--- src/hdl/pisd_pkg.sv ---
`timescale 1ns / 1ps

package pisd_pkg;

  localparam int TABLE_DEPTH = 256;
  localparam int BYTE_W      = 8;
  localparam int ID_W        = 56;
  localparam int CAP_W       = 24;
  localparam int SLOT_W      = 8;
  localparam int IDX_W       = (TABLE_DEPTH > 1) ? $clog2(TABLE_DEPTH) : 1;
  localparam int COUNT_W     = $clog2(TABLE_DEPTH + 1);
  localparam int CFG_IDX_W   = 2;

  typedef enum logic [CFG_IDX_W-1:0] {
    REG_PREFIX_FIRST  = 2'd0,
    REG_PREFIX_SECOND = 2'd1,
    REG_PREFIX_THIRD  = 2'd2
  } cfg_reg_e;

  typedef struct packed {
    logic [BYTE_W-1:0] first;
    logic [BYTE_W-1:0] second;
    logic [BYTE_W-1:0] third;
  } prefix_t;

  // Search token that travels down the cell chain.
  typedef struct packed {
    logic             active;
    logic             found;
    logic [ID_W-1:0]  key;
    logic [IDX_W-1:0] slot;
  } tok_t;

  typedef struct packed {
    logic [ID_W-1:0]   id_value;
    logic              is_new;
    logic [SLOT_W-1:0] slot;
    logic              table_full;
  } res_t;

  // Low slot bits of a table index, zero-extended for shallow tables.
  function automatic logic [SLOT_W-1:0] to_slot(input logic [IDX_W-1:0] idx);
    logic [IDX_W+SLOT_W-1:0] ext;
    ext = {{SLOT_W{1'b0}}, idx};
    return ext[SLOT_W-1:0];
  endfunction

endpackage

--- src/hdl/pisd_matcher.sv ---
`timescale 1ns / 1ps

module pisd_matcher (
  input  logic                     clk_i,
  input  logic                     rst_ni,
  input  logic                     accept_i,
  input  logic [pisd_pkg::BYTE_W-1:0] byte_i,
  input  pisd_pkg::prefix_t        prefix_i,
  output logic                     done_o,
  output logic [pisd_pkg::ID_W-1:0] id_o
);
  import pisd_pkg::*;

  typedef enum logic [2:0] {
    ST_IDLE,
    ST_P1,
    ST_P2,
    ST_C0,
    ST_C1,
    ST_C2,
    ST_C3
  } stage_e;

  stage_e           stage_q, stage_d;
  logic [CAP_W-1:0] cap_q, cap_d;

  always_comb begin
    stage_d = stage_q;
    cap_d   = cap_q;
    done_o  = 1'b0;
    id_o    = {prefix_i.first, prefix_i.second, prefix_i.third, cap_q, byte_i};
    if (accept_i) begin
      priority if (byte_i == prefix_i.first) begin
        stage_d = ST_P1;
      end else if (byte_i == prefix_i.second && stage_q == ST_P1) begin
        stage_d = ST_P2;
      end else if (byte_i == prefix_i.third && stage_q == ST_P2) begin
        stage_d = ST_C0;
      end else begin
        unique case (stage_q)
          ST_C0: begin
            cap_d   = {cap_q[CAP_W-BYTE_W-1:0], byte_i};
            stage_d = ST_C1;
          end
          ST_C1: begin
            cap_d   = {cap_q[CAP_W-BYTE_W-1:0], byte_i};
            stage_d = ST_C2;
          end
          ST_C2: begin
            cap_d   = {cap_q[CAP_W-BYTE_W-1:0], byte_i};
            stage_d = ST_C3;
          end
          ST_C3: begin
            done_o  = 1'b1;
            stage_d = ST_IDLE;
          end
          default: begin
            stage_d = ST_IDLE;
          end
        endcase
      end
    end
  end

  always_ff @(posedge clk_i or negedge rst_ni) begin
    if (!rst_ni) begin
      stage_q <= ST_IDLE;
      cap_q   <= '0;
    end else begin
      stage_q <= stage_d;
      cap_q   <= cap_d;
    end
  end

endmodule

--- config.mk ---
export PLATFORM = sky130hd
export DESIGN_NAME = pisd_matcher
export DESIGN_NICKNAME = d
export VERILOG_FILES = /design/src/hdl/pisd_pkg.sv /design/src/hdl/pisd_matcher.sv
export SDC_FILE = /design/constraint.sdc
export NUM_CORES = 1
export LEC_CHECK = 0
export BUFFER_PORTS_ARGS = -buffer_cell sky130_fd_sc_hd__buf_2
export CAP_MARGIN = 20
export CORE_ASPECT_RATIO = 0.9
export CORE_MARGIN = 8
export CORE_UTILIZATION = 44
export DETAILED_ROUTE_END_ITERATION = 10
export GPL_TIMING_DRIVEN = 0
export PLACE_DENSITY = 0.83
export SLEW_MARGIN = 20
export SYNTH_ARGS = -nofsm -noshare
export SYNTH_HDL_FRONTEND = slang
export SYNTH_SLANG_ARGS = --single-unit
--- constraint.sdc ---
create_clock -name clk_i -period 1.7 [get_ports clk_i]
set_input_delay 0.085 -clock clk_i [delete_from_list [all_inputs] [get_ports clk_i]]
set_output_delay 0.085 -clock clk_i [all_outputs]
set_load 0.005 [all_outputs]
==> impl_metrics.csv <==
group,metric,value,unit
synthesis,yosys.cell_types.count,21,
placement,gp_congestion,0.725,
critical_path,cp_max_fo,10,
clock_tree,cts.clk_slew.worst_paths,0.09,ns
timing,slew-limit-headroom,61.5,%
detailed_routing,drtIter0Drc,58,
synthesis,ys_seq_area_share,40.7,%
final_layout,synthToLayoutAreaGrowth,36.0,%
clock_tree,cts_tree,"built",
critical_path,required,1.85,ns
timing,setup_viol,0,
timing,max_freq,0.624,GHz
power,p_leak,1.16,nW
synthesis,netlist_area,1660,µm²
timing,timing.final.crit_share,94.2,%
timing,slew_viol_final,0,
synthesis,synthAdderAreaFrac,0,%
synthesis,synth-xor-area-share,12.7,%
clock_tree,cts_htree_levels,1,
clock_tree,clockBufferDepth,2,
synthesis,synth-simple-area-share,6.03,%
global_routing,first_global_vias,1318,
critical_path,arrival,1.75,ns
power,vdd_drop_max,0.427,mV
placement,dp_hpwl,3.45,mm
timing,rsz0062_at_grt,"no",
power,p_int,1.90,mW
floorplanning,die_h,74.3,µm
global_routing,antenna_found_initial,0,
final_layout,nFillCells,312,
hold_path,min_path_type,"in -> reg",
synthesis,syn_avg_cell_area,12.6,µm²
clock_tree,cts_root_buffer,"clkbuf_8",
detailed_routing,vias_per_cell,4.54,
global_routing,grt_usage,13.5,%
detailed_routing,wire_per_inst,14.9,µm
power,p_per_area,1210,nW/µm²
detailed_routing,drtPass1Iterations,4,
final_layout,multiInputGateArea,699,µm²
power,comb_power_share,43.9,%
critical_path,critPathCaptureType,"register",
synthesis,yosys-mux-area-fraction,20.6,%
synthesis,syn_inst,132,
final_layout,antenna_cells,0,
synthesis,synth_nets,167,
clock_tree,clock-sinks,27,
critical_path,worstSetupStartpointType,"register",
floorplanning,die_area,5990,µm²
floorplanning,io-pin-count,92,
placement,port_buffers,91,
final_layout,final_cell_mix,"buf_2 (91), buf_4 (36), dfrtp_1 (27)",
power,p_sw,0.823,mW
outcome,status,"complete, no violations",
final_layout,layout_commonest_cell,"buf_2",
timing,fin_ws,0.0980,ns
timing,hold_viol_final,0,
power,switching_share,30.2,%
power,clkPwrFrac,12.9,%
detailed_routing,drtAntennaViolNets,0,
final_layout,final_nets,268,
synthesis,ys_ff_latch,27,
critical_path,timing_worst_setup_path_type,"reg -> reg",
floorplanning,die_x,80.7,µm
job,maxCapViolations,0,
placement,pre_cts_ws,0.0798,ns
floorplanning,placementRows,21,
floorplanning,coreArea,3680,µm²
timing,final.setup_skew,0.00264,ns
synthesis,synth_warnings,0,
detailed_routing,vias,1263,
clock_tree,clock_latency,0.26,ns
timing,tightest_slew,0.577,ns
detailed_routing,totalWireLength,4.14,mm
global_routing,grt_max_degree,28,
synthesis,synth_compound_area_share,2.87,%
timing,setup-tns-final,0,ns
power,p_seq_share,43.2,%
synthesis,synth_top_family_by_area,"multiplexers",
clock_tree,cts_buffers,3,
global_routing,grt.overflow.total,0,
floorplanning,start_util,45.1,%
clock_tree,cts.repair.resized,0,
global_routing,grt_pass1_wl,6.34,mm
final_layout,seq_area,676,µm²
timing,layout_min_cycle_time,1.60,ns
final_layout,drive_gt1_share,68.1,%
detailed_routing,drcViolationCount,0,
path summary, 6_finish.rpt:
path	startpoint	end	slack (ns)	cells after the start
max	stage_q[1]$_DFFE_PN0P_	cap_q[20]$_DFFE_PN0P_	0.1	5
min	accept_i	stage_q[0]$_DFFE_PN0P_	0.12	2
max reg2reg	stage_q[1]$_DFFE_PN0P_	cap_q[20]$_DFFE_PN0P_	0.1	5
min reg2reg	cap_q[22]$_DFFE_PN0P_	cap_q[22]$_DFFE_PN0P_	0.52	1
max in group asynchronous	rst_ni	cap_q[0]$_DFFE_PN0P_	0.97	2
min in group asynchronous	rst_ni	cap_q[13]$_DFFE_PN0P_	0.35	2
repair_timing:
item | 4_1_cts | 5_1_grt
endpoints found under the hold margin | 27 | 0
setup buffers | 0 | 4
hold buffers | 1 | 0
endpoints found under the setup margin | 0 | 17
power groups by stage:
stage | registers [mW] | logic [mW] | clock network, mW
detailed placement | 1.19 | 1.20 | 0
CTS | 1.18 | 1.21 | 0.363
global route | 1.22 | 1.30 | 0.401
finish | 1.18 | 1.20 | 0.350
floorplan | 1.17 | 0.673 | 0
global placement | 1.16 | 1.16 | 0
layer usage:
metal  part of all wire (%)  vias to the layer above  global-route usage [%]
met1                     42                      589                    17.1
met4                   0.92                        0                    3.56
li1                       -                      616                       -
met3                    7.2                        2                    3.74
met5                      0                        -                       0
met2                     50                       56                    22.1
cell usage after synthesis:
| cell | number | share of area [%] |
|---|---|---|
| buf_4 | 32 | 14 |
| dfrtp_1 | 27 | 41 |
| xnor2_1 | 24 | 13 |
| mux2_4 | 19 | 17 |
| mux2_2 | 5 | 3.4 |
| nand4_1 | 4 | 1.5 |
| nor2b_1 | 3 | 1.1 |
| buf_12 | 2 | 2.4 |
| nand3_1 | 2 | 0.60 |
| nand3b_1 | 2 | 0.90 |
| nor4_1 | 2 | 0.75 |
| a211oi_1 | 1 | 0.45 |
| a21o_1 | 1 | 0.45 |
| a21oi_1 | 1 | 0.30 |
| inv_1 | 1 | 0.23 |
| nand2_1 | 1 | 0.23 |
| nor2_1 | 1 | 0.23 |
| nor2_4 | 1 | 0.68 |
| o21ai_2 | 1 | 0.53 |
| o2bb2ai_1 | 1 | 0.53 |
| o32a_1 | 1 | 0.60 |
critical path: stages, from the launching register on:
cell	delay, ns
dfrtp_1	0.45
nor2b_1	0.20
a21oi_1	0.09
nor2_4	0.25
buf_12	0.18
mux2_4	0.31
logic make-up (layout without fill, tap and decap cells):
group           after synthesis  in the layout
mux                          24             24
simple gates                 16             16
buf+inv                      35            135
xor+xnor                     24             24
compound gates                6              6
flops                        27             27
flip-flops by register name, indices dropped and copies added, names as in the netlist:
register / flops
cap_q: 24
stage_q: 3
final cells by class:
type / count / area share (%)
timing repair buffer: 96 / 22.0
sequential: 27 / 29.9
multi-input combinational: 70 / 31.0
inverter: 1 / 0.166
clock buffer: 4 / 2.00
buffer: 34 / 12.4
tap: 46 / 2.55
stage by stage:
step	std cells	total power, mW	cell area [µm²]	hold slack [ns]	utilization (%)
final	278	2.72	2260	0.122	61.4
after CTS	274	2.75	2230	0.124	60.5
after global placement	269	2.32	2170	0.117	59.0
after detailed placement	269	2.39	2170	0.123	59.0
after floorplan	132	1.85	1660	-0.211	-
after global routing	278	2.92	2260	0.118	61.4
Note: power is estimated with default switching activity, not from simulation.
