$ cat config.mk
export PLATFORM = sky130hd
export DESIGN_NAME = pisd_cell
export DESIGN_NICKNAME = d
export VERILOG_FILES = /design/src/hdl/pisd_pkg.sv /design/src/hdl/pisd_cell.sv
export SDC_FILE = /design/constraint.sdc
export NUM_CORES = 1
export LEC_CHECK = 0
export ABC_AREA = 1
export BUFFER_PORTS_ARGS = -buffer_cell sky130_fd_sc_hd__clkbuf_2
export CAP_MARGIN = 20
export CORE_UTILIZATION = 43
export DETAILED_ROUTE_END_ITERATION = 6
export PLACE_DENSITY = 0.74
export SLEW_MARGIN = 20
export SYNTH_ARGS = -nofsm -noshare
export SYNTH_HDL_FRONTEND = slang
export SYNTH_SLANG_ARGS = --single-unit
$ cat constraint.sdc
create_clock -name clk_i -period 1.2 [get_ports clk_i]
set_input_delay 0.06 -clock clk_i [delete_from_list [all_inputs] [get_ports clk_i]]
set_output_delay 0.06 -clock clk_i [all_outputs]
set_load 0.02 [all_outputs]
$ cat src/hdl/pisd_pkg.sv
`timescale 1ns / 1ps

package pisd_pkg;

  localparam int TABLE_DEPTH = 256;
  localparam int BYTE_W      = 8;
  localparam int ID_W        = 56;
  localparam int CAP_W       = 24;
  localparam int SLOT_W      = 8;
  localparam int IDX_W       = (TABLE_DEPTH > 1) ? $clog2(TABLE_DEPTH) : 1;
  localparam int COUNT_W     = $clog2(TABLE_DEPTH + 1);
  localparam int CFG_IDX_W   = 2;

  typedef enum logic [CFG_IDX_W-1:0] {
    REG_PREFIX_FIRST  = 2'd0,
    REG_PREFIX_SECOND = 2'd1,
    REG_PREFIX_THIRD  = 2'd2
  } cfg_reg_e;

  typedef struct packed {
    logic [BYTE_W-1:0] first;
    logic [BYTE_W-1:0] second;
    logic [BYTE_W-1:0] third;
  } prefix_t;

  // Search token that travels down the cell chain.
  typedef struct packed {
    logic             active;
    logic             found;
    logic [ID_W-1:0]  key;
    logic [IDX_W-1:0] slot;
  } tok_t;

  typedef struct packed {
    logic [ID_W-1:0]   id_value;
    logic              is_new;
    logic [SLOT_W-1:0] slot;
    logic              table_full;
  } res_t;

  // Low slot bits of a table index, zero-extended for shallow tables.
  function automatic logic [SLOT_W-1:0] to_slot(input logic [IDX_W-1:0] idx);
    logic [IDX_W+SLOT_W-1:0] ext;
    ext = {{SLOT_W{1'b0}}, idx};
    return ext[SLOT_W-1:0];
  endfunction

endpackage

$ cat src/hdl/pisd_cell.sv
`timescale 1ns / 1ps

module pisd_cell (
  input  logic                         clk_i,
  input  logic                         rst_ni,
  input  logic [pisd_pkg::IDX_W-1:0]   idx_i,
  input  logic [pisd_pkg::COUNT_W-1:0] count_i,
  input  logic                         wr_en_i,
  input  logic [pisd_pkg::ID_W-1:0]    wr_data_i,
  input  pisd_pkg::tok_t               tok_i,
  output pisd_pkg::tok_t               tok_o
);
  import pisd_pkg::*;

  logic [ID_W-1:0] entry_q;
  logic            used;
  logic            hit;
  tok_t            tok_d;
  tok_t            tok_q;

  assign used = count_i > COUNT_W'(idx_i);
  assign hit  = tok_i.active && !tok_i.found && used && (entry_q == tok_i.key);

  always_comb begin
    tok_d       = tok_i;
    tok_d.found = tok_i.found | hit;
    tok_d.slot  = hit ? idx_i : tok_i.slot;
  end

  always_ff @(posedge clk_i or negedge rst_ni) begin
    if (!rst_ni) begin
      tok_q <= '0;
    end else begin
      tok_q <= tok_d;
    end
  end

  always_ff @(posedge clk_i) begin
    if (wr_en_i && count_i == COUNT_W'(idx_i)) begin
      entry_q <= wr_data_i;
    end
  end

  assign tok_o = tok_q;

endmodule

==> metrics.txt, run 1 <==
post-placement cell area=6350 um2; CTS H-tree lvls=4; number of synthesized flops with an enable pin=56; multi-input combinational cell area=approximately 1300 um2; clk slew on worst S/H paths=0.05 ns; average size of a mapped cell=roughly 11 um2; WL/cell=14.0 um; post-synthesis mux area share=0; type of origin of the critical path=flop; WL final=between 10000 and 15000 um; TritonRoute pass-1 iters=4; WS Path Type=reg2reg; cell count after placement=just over 800; top cells by area, synth=edfxtp_1 35%, dfrtp_1 34%, nand2_1 11%; Rows=38; Slew Viols, Final=0; post-synthesis sequential area ratio=0.687; Hold Violations, Final=0; Placeable Area=10900 um2; Initial Util=0.444; first-pass GRT wire length=between 20000 and 25000 um; synthesis-stage register bit count=~120; failing checks=setup timing; Clk Latency, worst-skew pair=0.41 ns; Post-Synth Simple-Gate Area=0.206; Yosys cell types=21; Mapped Cells=around 460; Global Route Usage Sum=0.248; top-count cell post-synth=nand2_1; FILL cells=between 700 and 800; Area growth syn-to-layout=68.9%; P_leak=0.00423 uW; synth warn=0; Peak VDD IR=between 900 and 1000 uV; Detailed Place HPWL=around 8600 um; Max Cap Viol=0; largest area contributor in the netlist=edfxtp_1; clk sink count=between 100 and 150; pin count of the biggest net entering global routing=31; Synth top area share=0.346; status=finished with violations; final cell count without fillers=between 900 and 1000; Setup Skew=around 0.009 ns; I/O pin count=about 210; Root Driver=clkbuf_16; CP endpoint kind=flop; Remaining Overflow, GRT=0; CTS tree=yes; Post-Synth XOR/XNOR Area=0.0216; Routed Antenna Nets=0; post-CTS setup buffer count=0; initial antenna violation count=0; Final Cycle Share=1.30; CTS buffer count=17; ys flop type=dfrtp_1; RSZ-0062 raised after global routing=yes; Die Area=11700 um2; Post-Syn Nets=~600; I/O Buffers=~210; Die Y=108 um; DR iter-0 viols=219; dpl ws=-0.356 ns; Max Clk Rate=between 600 and 700 MHz; crit path max fanout=8; post-route cell area=slightly above 8000 um2; main combinational cell family by area after synthesis=simple AND/OR/NAND/NOR gates; number of global-route vias before repair=4869; routability cong.=about 0.8; # DRC=0; Register Area=between 3000 and 4000 um2; post-synthesis compound-gate area fraction=0.00206; fin crit period=roughly 1.6 ns; Synth async-reset ratio=0.541; post-DR vias/cell=around 4.6; adder-cell share of the synthesized area=0.0206; worst hold path type=in2reg; slew margin rel.=0.711; synthesized area=about 5000 um2; crit path DAT=1.89 ns; vias=around 4500; Setup WS post-layout=-0.358 ns; Die Width=about 110 um; Final #Nets=between 900 and 1000; measured slew at the worst slew-check pin=approximately 0.43 ns; share of layout cells above drive strength 1=0.334; Clock Path Buffers=2; top cells by count, synth=142 x nand2_1, 81 x inv_1, 67 x nor2_1; data required time of the worst path=between 1.5 and 2 ns; antenna cells=0; pwr/cell area=1310 nW/um2; Final Setup Violations=9
[routing by layer]
metal  up-vias  GRT usage  share of wire
li1       2168          -              -
met2       212      0.455           0.54
met1      2088      0.246           0.35
met3        56     0.0699          0.061
met4         0      0.150          0.046
met5         -          0              0
[stage by stage]
step / hold slack, ns / utilization / total power [uW] / setup TNS, ns
after CTS: 0.0184 / 0.748 / 10800 / -2.85
final: 0.0401 / 0.750 / 10800 / -2.86
after global routing: 0.0410 / 0.750 / 11100 / -4.10
after global placement: 0.0183 / 0.580 / 5500 / -18.47
after detailed placement: 0.0311 / 0.580 / 5530 / -18.81
after floorplan: -0.236 / - / 4980 / -16.80
[timing repair]
item / in CTS / in global routing
setup endpoints to repair: 9 / 9
resized for setup: 1 / 7
hold endpoints to repair: 188 / 0
pin swaps: 0 / 6
cloned: 1 / 0
hold buffers: 124 / 0
[placed cells by master (no fill, tap or decap)]
cell type,n
edfxtp_1,56
xnor2_1,6
clkbuf_8,2
inv_8,1
and3_4,1
nor2_8,2
a21oi_1,2
inv_1,79
dfrtp_1,66
clkbuf_2,206
bufinv_16,2
nor2_2,7
clkbuf_16,18
nor2_1,62
or2_0,2
clkbuf_1,4
dlygate4sd3_1,124
nand3_2,1
nand3_1,3
nand3b_1,1
buf_4,15
buf_6,1
clkinv_2,6
nand2_2,8
nand4_1,9
nor3_1,1
ha_1,6
ha_4,2
nand3_4,1
inv_2,2
nand2_1,137
buf_12,6
xor2_1,6
nor2_4,2
[worst max-delay path: stages, from the launching register on]
cell and delay, ns:
edfxtp_1 0.42, nor2_2 0.12, nor2_1 0.06, nor2_1 0.11, nand2_1 0.08, nor2_2 0.11
nand2_2 0.11, nor2_8 0.15, buf_6 0.14, nand4_1 0.11, nand2_1 0.09
[path summary, 6_finish.rpt]
check	end	cells after the start	startpoint	slack [ns]
hold / removal	tok_o[7]	4	idx_i[7]	0.04
max in group asynchronous	tok_o[3]	3	rst_ni	0.55
setup / recovery	tok_o[3]	10	entry_q[2]	-0.36
min in group asynchronous	tok_o[46]	2	rst_ni	0.14
setup reg to reg	tok_o[3]	10	entry_q[2]	-0.36
hold reg to reg	tok_o[64]	7	entry_q[55]	0.93
[cell type report]
cell class,count,share of cell area
well taps,140,0.0214
repair buffers,352,0.307
inverters,82,0.0384
clock buffers,24,0.0601
flip-flops and latches,122,0.406
multi-input cells,259,0.156
clock inverters,8,0.0110
[state kept, by name, indices dropped and copies added (netlist names)]
name and flops:
entry_q 56, tok_o 66
[logic make-up after synthesis]
family,after synthesis
fa+ha+maj,8
simple gates,236
xor+xnor,12
buf+inv,82
compound gates,2
flops,122
[power by group]
part / switching, uW / total (uW) / internal (uW)
registers: 34.0 / 4530 / 4500
logic: 614 / 1270 / 656
clock network: 1710 / 4970 / 3270
total: 2360 / 10800 / 8420
(Power assumes the default switching activity.)
==> inputs of run 2 (changes only) <==
- RECOVER_POWER: default -> 50
==> metrics.txt, run 2 (synthesized netlist as in run 1, its figures left out) <==
status=finished with violations (unchanged); failing checks=setup timing (unchanged); crit path max fanout=8 (unchanged); Setup WS post-layout=-0.357 ns (was -0.358 ns); worst hold path type=in2reg (unchanged); Peak VDD IR=944 uV (was 941 uV); post-route cell area=8170 um2 (was 8200 um2); Detailed Place HPWL=8640 um (unchanged); Root Driver=clkbuf_16 (unchanged); Sw Share=0.219 (about the same); Cell Int Power=8410 uW (was 8420 uW); data required time of the worst path=1.54 ns (about the same); FILL cells=742 (was 724); critical path's top delay family=simple AND/OR/NAND/NOR gates (unchanged); slew margin rel.=0.711 (about the same); CTS H-tree lvls=4 (unchanged); Clk pwr share=0.462 (about the same); P_leak=0.00416 uW (was 0.00423 uW); clk slew on worst S/H paths=0.05 ns (about the same); crit path DAT=1.89 ns (about the same); Hold Violations, Final=0 (unchanged); Final Setup Violations=9 (unchanged); post-DR vias/cell=4.57 (was 4.58); Clk Latency, worst-skew pair=0.41 ns (about the same); measured slew at the worst slew-check pin=0.433 ns (was 0.434 ns); commonest cells after routing, fill and taps aside=181 x clkbuf_2, 137 x nand2_1, 124 x dlygate4sd3_1, 79 x inv_1, 66 x dfrtp_1 (was 206 x clkbuf_2, 137 x nand2_1, 124 x dlygate4sd3_1, 79 x inv_1, 66 x dfrtp_1); number of global-route vias before repair=4869 (unchanged); Placeable Area=10900 um2 (unchanged); CP bufs+invs=1 (unchanged); DR iter-0 viols=209 (was 219); max reg flops=66 (unchanged); share of layout cells above drive strength 1=0.305 (was 0.334); I/O Buffers=207 (unchanged); # DRC=0 (unchanged); Final Cycle Share=1.30 (about the same); Remaining Overflow, GRT=0 (unchanged); I/O pin count=208 (unchanged); post-layout util=0.747 (was 0.750); Reg power frac=0.421 (about the same); crit-path max cell delay=0.42 ns (about the same); WL final=13900 um (was 13800 um); Routed Antenna Nets=0 (unchanged); type of origin of the critical path=flop (unchanged); Clock Path Buffers=2 (unchanged); critical-path cell list=nor2_2, nor2_1, nor2_1, nand2_1, nor2_2, nand2_2, nor2_8, buf_6, nand4_1, nand2_1 (unchanged); Initial Util=0.444 (unchanged); Power Total=10800 uW (about the same); CTS tree=yes (unchanged); Global Route Usage Sum=0.248 (unchanged); pin count of the biggest net entering global routing=31 (unchanged); Die Area=11700 um2 (unchanged); CP endpoint kind=flop (unchanged); clk sink count=122 (unchanged); combinational share of power=0.117 (was 0.118); Slew Viols, Final=0 (unchanged); Rows=38 (unchanged); Area growth syn-to-layout=68.3% (was 68.9%); antenna cells=0 (unchanged); Max Clk Rate=642 MHz (about the same); routability cong.=0.816 (unchanged); RSZ-0062 raised after global routing=yes (unchanged); Final #Nets=984 (unchanged); Max Cap Viol=0 (unchanged); post-placement cell area=6350 um2 (unchanged); WS Path Type=reg2reg (unchanged); first-pass GRT wire length=21500 um (unchanged); Sw Pwr=2360 uW (about the same); fin crit period=1.56 ns (about the same); Die Width=108 um (unchanged); CTS buffer count=17 (unchanged); CP max-delay cell=edfxtp_1 (unchanged); Die Y=108 um (unchanged); TritonRoute pass-1 iters=5 (was 4); WL/cell=14.1 um (was 14.0 um); most common cell after layout, fill and taps aside=clkbuf_2 (unchanged); pwr/cell area=1320 nW/um2 (was 1310 nW/um2); Setup Skew=0.00903 ns (was 0.00906 ns); vias=4514 (was 4524); initial antenna violation count=0 (unchanged)
-- run 2: repair_timing --
item / 4_1_cts / 5_1_grt
hold buffers: 124 / 0
setup buffers: 0 / 0
endpoints found under the hold margin: 188 / 0
endpoints found under the setup margin: 9 / 9
gates cloned: 1 / 0
gates resized for setup: 1 / 7
pin swaps: 0 / 6
-- run 2: worst paths after layout --
| kind | from | end | slack [ns] | cells after the start |
|---|---|---|---|---|
| max | entry_q[2] | tok_o[3] | -0.36 | 10 |
| min | idx_i[7] | tok_o[7] | 0.04 | 4 |
| max reg2reg | entry_q[2] | tok_o[3] | -0.36 | 10 |
| min reg2reg | entry_q[55] | tok_o[64] | 0.93 | 7 |
| max in group asynchronous | rst_ni | tok_o[3] | 0.55 | 3 |
| min in group asynchronous | rst_ni | tok_o[55] | 0.14 | 2 |
-- run 2: final cells by class --
| cell class | count | area (um2) | area share |
|---|---|---|---|
| sequential | 122 | 3330 | 0.408 |
| clock inverter | 8 | 90.1 | 0.0110 |
| tap | 140 | 175 | 0.0214 |
| inverter | 82 | 315 | 0.0386 |
| timing repair buffer | 352 | 2480 | 0.304 |
| clock buffer | 24 | 493 | 0.0603 |
| multi-input combinational | 259 | 1280 | 0.157 |
-- run 2: worst register-to-register path, stage by stage (launching register included) --
cell      delay (ns)
edfxtp_1        0.42
nor2_2          0.12
nor2_1          0.06
nor2_1          0.11
nand2_1         0.08
nor2_2          0.11
nand2_2         0.11
nor2_8          0.15
buf_6           0.14
nand4_1         0.11
nand2_1         0.09
-- run 2: metal layers --
metal | routed length, um | track usage | vias up
met5 | 0 | 0 | -
met4 | 635 | 0.150 | 0
met3 | 847 | 0.0699 | 56
met2 | 7490 | 0.455 | 204
met1 | 4900 | 0.246 | 2086
li1 | - | - | 2168
-- run 2: power by group through the flow --
stage,combinational [uW],sequential [uW],clock [uW]
after floorplan,220,4760,0
after global placement,893,4600,0
after detailed placement,924,4610,0
after CTS,1240,4530,5070
after global routing,1370,4540,5230
final,1260,4530,4970
-- run 2: through the flow --
| stage | cells | setup slack [ns] | setup TNS, ns | hold slack, ns |
|---|---|---|---|---|
| after floorplan | 462 | -0.282 | -16.80 | -0.236 |
| after global placement | 830 | -0.308 | -18.47 | 0.0183 |
| after detailed placement | 830 | -0.356 | -18.81 | 0.0311 |
| after CTS | 987 | -0.337 | -2.85 | 0.0184 |
| after global routing | 987 | -0.536 | -4.10 | 0.0410 |
| final | 987 | -0.357 | -2.86 | 0.0405 |
